## config.mk

```make
export PLATFORM = sky130hd
export DESIGN_NAME = rbf_div
export DESIGN_NICKNAME = d
export VERILOG_FILES = /design/src/hdl/rbf_pkg.sv /design/src/hdl/rbf_div.sv
export SDC_FILE = /design/constraint.sdc
export NUM_CORES = 1
export LEC_CHECK = 0
export BUFFER_PORTS_ARGS = -buffer_cell sky130_fd_sc_hd__buf_2
export CAP_MARGIN = 20
export CORE_MARGIN = 3
export CORE_UTILIZATION = 45
export DETAILED_ROUTE_END_ITERATION = 10
export GPL_TIMING_DRIVEN = 0
export PLACE_DENSITY_LB_ADDON = 0.08
export SETUP_SLACK_MARGIN = 0.1
export SLEW_MARGIN = 20
export SYNTH_ARGS = -nofsm -noshare
export SYNTH_HDL_FRONTEND = slang
export SYNTH_SLANG_ARGS = --single-unit
```

## constraint.sdc

```tcl
create_clock -name clk -period 6.9 [get_ports clk]
set_clock_uncertainty 0.2 [all_clocks]
set_input_delay 0.69 -clock clk [delete_from_list [all_inputs] [get_ports clk]]
set_output_delay 0.69 -clock clk [all_outputs]
set_load 0.005 [all_outputs]
```

## src/hdl/rbf_pkg.sv

```systemverilog
// Shared constants and codes for the region bitmap fill unit.
package rbf_pkg;

    localparam int KIND_W     = 2;
    localparam int POS_IN_W   = 19;
    localparam int WIDX_W     = 12;
    localparam int CHROM_W    = 18;
    localparam int WIN_W      = 17;
    localparam int CFG_DATA_W = 18;
    localparam int CFG_IDX_W  = 1;
    localparam int WORD_W     = 64;
    localparam int BIT_W      = 6;

    localparam logic [WORD_W-1:0] ALL_ONES = {WORD_W{1'b1}};
    localparam logic [BIT_W-1:0]  LAST_BIT = 6'd63;

    localparam logic [WIN_W-1:0] WIN_RESET   = 17'd1000;
    localparam logic [WIN_W-1:0] WIN_MIN     = 17'd1;

    localparam logic [KIND_W-1:0] KIND_CLEAR    = 2'd0;
    localparam logic [KIND_W-1:0] KIND_SET      = 2'd1;
    localparam logic [KIND_W-1:0] KIND_READ_POS = 2'd2;
    localparam logic [KIND_W-1:0] KIND_READ_WIN = 2'd3;

    localparam logic [CFG_IDX_W-1:0] CFG_CHROM_LEN = 1'b0;
    localparam logic [CFG_IDX_W-1:0] CFG_WIN_SIZE  = 1'b1;

endpackage

```

## src/hdl/rbf_div.sv

```systemverilog
// Restoring divider, one quotient bit per cycle, two dividends over one divisor.
module rbf_div #(
    parameter int PW = 18
) (
    input  logic                     clk,
    input  logic                     rst_n,
    input  logic                     start,
    input  logic [rbf_pkg::WIN_W-1:0] divisor,
    input  logic [PW-1:0]            dividend_a,
    input  logic [PW-1:0]            dividend_b,
    output logic [PW-1:0]            quot_a,
    output logic [PW-1:0]            quot_b,
    output logic                     done
);
    import rbf_pkg::*;

    localparam int CNTW = $clog2(PW + 1);

    logic            busy_reg, busy_next;
    logic [CNTW-1:0] cnt_reg, cnt_next;
    logic [PW-1:0]   qa_reg, qa_next, qb_reg, qb_next;
    logic [WIN_W-1:0] ra_reg, ra_next, rb_reg, rb_next, d_reg, d_next;
    logic [WIN_W:0]  ra_sh, rb_sh;
    logic            ge_a, ge_b;

    // qa/qb start as the dividends and shift quotient bits in from the bottom
    assign ra_sh = {ra_reg, qa_reg[PW-1]};
    assign rb_sh = {rb_reg, qb_reg[PW-1]};
    assign ge_a  = ra_sh >= {1'b0, d_reg};
    assign ge_b  = rb_sh >= {1'b0, d_reg};

    always_comb
    begin
        busy_next = busy_reg;
        cnt_next  = cnt_reg;
        qa_next   = qa_reg;
        qb_next   = qb_reg;
        ra_next   = ra_reg;
        rb_next   = rb_reg;
        d_next    = d_reg;
        if (start)
        begin
            busy_next = 1'b1;
            cnt_next  = CNTW'(PW);
            qa_next   = dividend_a;
            qb_next   = dividend_b;
            ra_next   = '0;
            rb_next   = '0;
            d_next    = divisor;
        end
        else if (busy_reg)
        begin
            ra_next  = ge_a ? WIN_W'(ra_sh - {1'b0, d_reg}) : WIN_W'(ra_sh);
            rb_next  = ge_b ? WIN_W'(rb_sh - {1'b0, d_reg}) : WIN_W'(rb_sh);
            qa_next  = {qa_reg[PW-2:0], ge_a};
            qb_next  = {qb_reg[PW-2:0], ge_b};
            cnt_next = cnt_reg - CNTW'(1);
            if (cnt_reg == CNTW'(1))
            begin
                busy_next = 1'b0;
            end
        end
    end

    always_ff @(posedge clk or negedge rst_n)
    begin
        if (!rst_n)
        begin
            busy_reg <= 1'b0;
            cnt_reg  <= '0;
        end
        else
        begin
            busy_reg <= busy_next;
            cnt_reg  <= cnt_next;
        end
    end

    always_ff @(posedge clk)
    begin
        qa_reg <= qa_next;
        qb_reg <= qb_next;
        ra_reg <= ra_next;
        rb_reg <= rb_next;
        d_reg  <= d_next;
    end

    assign quot_a = qa_reg;
    assign quot_b = qb_reg;
    assign done   = !busy_reg;

endmodule

```

==> impl_metrics.yaml, run 1 <==
logic_synthesis:
  yosysUniqueCellTypes: 76
  synth_ff_type: "edfxtp_1"
  synth_edf_count: 53
  synth-seq-cells: 93
  ys_warn_count: 0
  synth_top_area_share_pct: 27.6
  synth_most_common_cell: "edfxtp_1"
  synthCells: 551
  ys_seq_area_share_pct: 42.0
  yosys-top-cells-area: "edfxtp_1, dfxtp_1, ha_1"
  synthArstFlopShare_pct: 6.45
  synth.largest_area_cell: "edfxtp_1"
  syn_area_sq_mm: 0.00576
  syn_nets: 645
  syn_avg_cell_area_sq_um: 10.5
  ys_top_cells_by_count: "edfxtp_1, nand2_1, ha_1, mux2_2, dfxtp_1"
floorplanning:
  rows: 40
  die_y_um: 119
  dieArea_sq_mm: 0.0142
  floorplan.die.width_um: 119
  design.core.area_sq_mm: 0.0123
  io_pins: 93
  start_util_pct: 47.0
placement:
  portBuffers: 92
  place_congestion: 0.839
  post-dp-hpwl_um: 11100
  placed_cell_area_sq_mm: 0.00643
  dp_cells: 811
global_route:
  grt_max_degree: 37
  grt.overflow.total: 0
  grt_use_total_pct: 21.3
  antenna_found_initial: 0
  grt_pass1_wl_um: 23700
  grt_pass1_vias: 4629
worst_setup_path:
  critPathMaxFanout: 36
  critPathCaptureType: "flop"
  critPathLaunchType: "input pin"
  arrival_ns: 3.00
  required_ns: 6.68
  path_class: "input pin to flop"
clock_network:
  cts-root-buf: "clkbuf_16"
  cts_buffers: 9
  htreeDepth: 3
  clk_latency_ns: 0.35
  post_cts_resize_count: 0
  post_cts_buffers: 0
  clockBufferDepth: 2
  cts.sinks: 93
  cts_hold_buf: 1
  clk_pin_slew_worst_paths_ns: 0.07
  cts_tree: "yes"
route:
  drc: 0
  vias: 4709
  wl_per_cell_um: 18.1
  routed_wl_um: 15000
  wl_met3_um: 1130
  drt_iter0_drc: 257
  wl_met1_um: 6650
  vias_per_cell: 5.69
  drt_pass1_iterations: 7
  wl_met2_um: 6980
  postRouteAntennaNets: 0
  highest_layer: "met4"
timing:
  tns_ns: 0
  whs_ns: 0.272
  setup-violations-final: 0
  max_freq_mhz: 311
  worstMarginPinSlew_ns: 0.804
  slew-limit-headroom_pct: 46.2
  finalHoldViolations: 0
  period_needed_ns: 3.22
  min_period_over_period_pct: 46.6
  grt_setup_unrepaired: "no"
  drv_slew: 0
power_and_ir_drop:
  ir_drop_v: 0.000193
  p_total_mw: 2.03
  p_per_area_mw_per_mm2: 301
  p_leak_nw: 2.87
finish:
  finalInstanceArea_sq_mm: 0.00674
  antenna_cells: 0
  area_growth_pct: 17.0
  nets: 749
  drive_gt1_share_pct: 26.5
  stdcell_count: 828
outcome:
  status: "finished clean"
worst_hold_path:
  hold_class: "flop to flop"
run:
  cap_violations: 0
==> report_power, final <==
group          switching, mW  internal (mW)  total, mW
registers             0.0614          0.678      0.740
clock network          0.225          0.282      0.507
logic                  0.441          0.342      0.783
==> cell families after synthesis <==
kind of cell,count (synthesis),share of synthesized area [%]
AOI/OAI and AO/OA,148,18.5
and+or+nand+nor,145,12.9
muxes,49,9.46
adders and majority gates,38,8.51
DFF,93,42.0
buffers and inverters,53,4.75
xor gates and xnor gates,25,3.80
==> placed cells by master, fill, tap and decap left out, types with 4 or more instances in the layout <==
master	synthesis	final
ha_1	36	36
xnor2_1	14	14
nand4_1	7	7
nor3_1	7	7
a211oi_1	9	9
a21o_1	10	10
buf_6	7	7
inv_1	29	28
nor2_1	24	24
clkbuf_1	10	10
clkbuf_16	0	9
o21ai_0	18	18
dfxtp_1	34	34
a32oi_1	7	7
xor2_1	11	11
dfrtp_1	6	6
mux2_2	35	35
o21bai_1	4	4
nand2b_1	12	12
mux2i_1	11	11
edfxtp_1	53	53
or3_1	5	5
o211ai_1	5	5
nand2_1	51	51
a21oi_1	32	32
a31oi_1	8	8
nand3_1	16	16
buf_2	3	95
o21ai_1	13	13
==> layout make-up <==
class	instances	area (sq um)
plain buffers	23	161
clock buffers	9	225
clock inverters	7	72.6
fillers	1087	5520
inverters	30	113
multi-input cells	405	3070
flip-flops and latches	93	2420
well taps	168	210
repair buffers	93	470
==> per-stage QoR <==
step,util [%],worst slack [ns]
finish,55.0,3.68
global route,55.0,3.50
CTS,55.0,3.67
detailed placement,52.5,3.28
global placement,52.5,2.89
floorplan,-,4.15
==> worst max-delay path, stage by stage <==
cell and delay, ns:
buf_2 0.28, buf_6 0.25, nor2_1 0.62, clkbuf_1 0.61, inv_2 0.50
==> final timing paths <==
check,to,cells after the start,slack [ns],startpoint
max,quot_a[10],5,3.68,start
min,rb_reg[1],2,0.27,rb_reg[1]
max reg2reg,ra_reg[8],10,3.83,quot_a[17]
min reg2reg,rb_reg[1],2,0.27,rb_reg[1]
max in group asynchronous,cnt_reg[0],2,5.87,rst_n
min in group asynchronous,cnt_reg[1],2,0.49,rst_n
==> per-layer routing <==
| layer | vias to the layer above | GRT usage [%] |
|---|---|---|
| li1 | 2286 | - |
| met1 | 2224 | 27.5 |
| met2 | 176 | 34.4 |
| met3 | 23 | 6.17 |
| met4 | 0 | 6.66 |
| met5 | - | 0 |
(Power assumes the default switching activity.)
==> run 2: changes to the inputs <==
- ABC_AREA: unset -> 1
- clock period: 6.9 -> 3 ns (I/O delays scaled with it)
==> impl_metrics.yaml, run 2 <==
outcome:
  status: "finished clean"
worst_setup_path:
  crit_chain: "inv_1, ha_1, inv_1, fa_1, nand3_1, nand3_2, nand2_2, buf_6, buf_6, a31oi_1"
  reg2reg_depth: 10
  path_class: "flop to flop"
  required_ns: 2.87
  critPathCaptureType: "flop"
  cpMaxStageDelayCell: "fa_1"
  critPathMaxFanout: 10
  critical-path-top-delay-family: "adder cells"
  arrival_ns: 2.32
  critPathLaunchType: "flop"
  critPathMaxStageDelay_ns: 0.47
  reg2reg_from: "quot_a[17]"
  path_buf_inv: 4
  r2r-end: "quot_a[0]"
  regToRegSetupSlack_ns: 0.55
timing:
  max_freq_mhz: 409
  whs_ns: 0.0255
  tns_ns: 0
  slew-limit-headroom_pct: 58.7
  min_period_over_period_pct: 81.5
  finalHoldViolations: 0
  worstMarginPinSlew_ns: 0.619
  setup-violations-final: 0
  period_needed_ns: 2.45
  grt_setup_unrepaired: "no"
  drv_slew: 0
finish:
  antenna_cells: 0
  drive_gt1_share_pct: 15.6
  nets: 1096
  nFillCells: 1365
  mostFrequentLayoutCell: "nand2_1"
  multi_input_area_sq_mm: 0.00314
  mostFrequentLayoutCells: "nand2_1, inv_1, nand3_1"
  area_growth_pct: 18.4
  final_util_pct: 55.5
  final-seq-area_sq_mm: 0.00242
floorplanning:
  dieArea_sq_mm: 0.0155
  design.core.area_sq_mm: 0.0135
  start_util_pct: 46.9
  io_pins: 93
  rows: 42
  die_y_um: 124
  floorplan.die.width_um: 124
global_route:
  antenna_found_initial: 0
  grt.overflow.total: 0
  grt_pass1_vias: 5396
  grt_pass1_wl_um: 26900
  grt_use_total_pct: 21.0
  grt_max_degree: 46
clock_network:
  clockBufferDepth: 2
  cts.sinks: 93
  clk_pin_slew_worst_paths_ns: 0.07
  cts_tree: "yes"
  cts-root-buf: "clkbuf_16"
  htreeDepth: 3
  cts_buffers: 9
  clk_latency_ns: 0.34
worst_hold_path:
  hp-start: "dividend_a[6]"
  holdPathStages: 3
  hold_end: "quot_a[6]"
  hold_class: "input pin to flop"
placement:
  portBuffers: 92
  post-dp-hpwl_um: 12600
  place_congestion: 0.915
power_and_ir_drop:
  p_per_area_mw_per_mm2: 753
  p_leak_nw: 4.04
  p_total_mw: 5.62
  ir_drop_v: 0.000497
route:
  vias_per_cell: 4.79
  postRouteAntennaNets: 0
  vias: 5661
  wl_per_cell_um: 13.6
  drt_pass1_iterations: 5
  drt_iter0_drc: 436
  routed_wl_um: 16100
  drc: 0
logic_synthesis:
  yosys-top-cells-area: "edfxtp_1, nand2_1, dfxtp_1"
  synthArstFlopShare_pct: 6.45
  synth.largest_area_cell: "edfxtp_1"
  synth_ff_type: "edfxtp_1"
  ys_top_cells_by_count: "nand2_1, inv_1, nand3_1, edfxtp_1, ha_1"
  synth-seq-cells: 93
  synth_most_common_cell: "nand2_1"
  synth_edf_count: 53
  syn_nets: 975
  synth_top_area_share_pct: 25.2
  ys_warn_count: 0
  synthCells: 881
  ys_seq_area_share_pct: 38.4
  yosysUniqueCellTypes: 35
  syn_avg_cell_area_sq_um: 7.16
  syn_area_sq_mm: 0.00631
run:
  cap_violations: 0
## run 2: cell types whose count changed in the layout (fill, tap and decap cells not counted), sizes merged, moves of 17 or more
cell         before  now
dlygate4sd3       1   18
nand3            17  102
nor2             25   42
nand2            52  352
inv              31  142
mux2             38    0
## run 2: worst max path at each step
stage	from	end	cells after the start
3_3_place_gp	quot_b[17]	quot_b[0]	10
3_5_place_dp	quot_a[17]	quot_a[0]	10
4_1_cts	quot_a[17]	quot_a[0]	10
6_report	quot_a[17]	quot_a[0]	10
2_1_floorplan	quot_a[17]	quot_a[0]	10
5_1_grt	quot_a[17]	ra_reg[8]	12
## run 2: kinds of logic after synthesis
kind of cell             synth area share, %
XOR/XNOR                                1.94
flip-flops                              38.4
adder cells (fa/ha/maj)                 7.77
buffers and inverters                   11.8
AND/OR/NAND/NOR                         35.7
AO/OA/AOI/OAI                           4.40
## run 2: area by class of cell
cell class,instances,area share [%]
multi-input combinational,624,42.1
tap,176,2.95
clock inverter,6,0.955
buffer,24,2.93
sequential,93,32.4
clock buffer,10,3.07
timing repair buffer,110,8.58
inverter,140,7.04
## run 2: timing repair
item,in CTS,in global routing
endpoints found under the setup margin,0,0
resized for setup,0,0
hold buffers,18,0
buffers inserted,0,0
endpoints found under the hold margin,23,0
## run 2: report_power, final
group          total (mW)  internal [mW]  switching [mW]
clock                1.16          0.657           0.501
sequential           1.78           1.61           0.165
combinational        2.69           1.07            1.61
total                5.62           3.34            2.28
## run 2: stage by stage
stage	area, sq um	setup slack, ns	cells
final	7470	0.555	1183
after detailed placement	6990	0.540	1149
after global placement	6990	0.578	1149
after floorplan	6310	0.825	881
after CTS	7470	0.537	1183
after global routing	7470	0.358	1183
## run 2: worst register-to-register path: stages, from the launching register on
cell and delay (ns):
edfxtp_1 0.39, inv_1 0.10, ha_1 0.14, inv_1 0.07, fa_1 0.47, nand3_1 0.14, nand3_2 0.13, nand2_2 0.10
buf_6 0.16, buf_6 0.19, a31oi_1 0.09
## run 2: layer usage
| metal | GRT usage (%) | wire length [um] |
|---|---|---|
| met5 | 0 | 0 |
| met4 | 4.06 | 179 |
| met3 | 5.27 | 1060 |
| met2 | 33.3 | 7090 |
| met1 | 29.4 | 7810 |
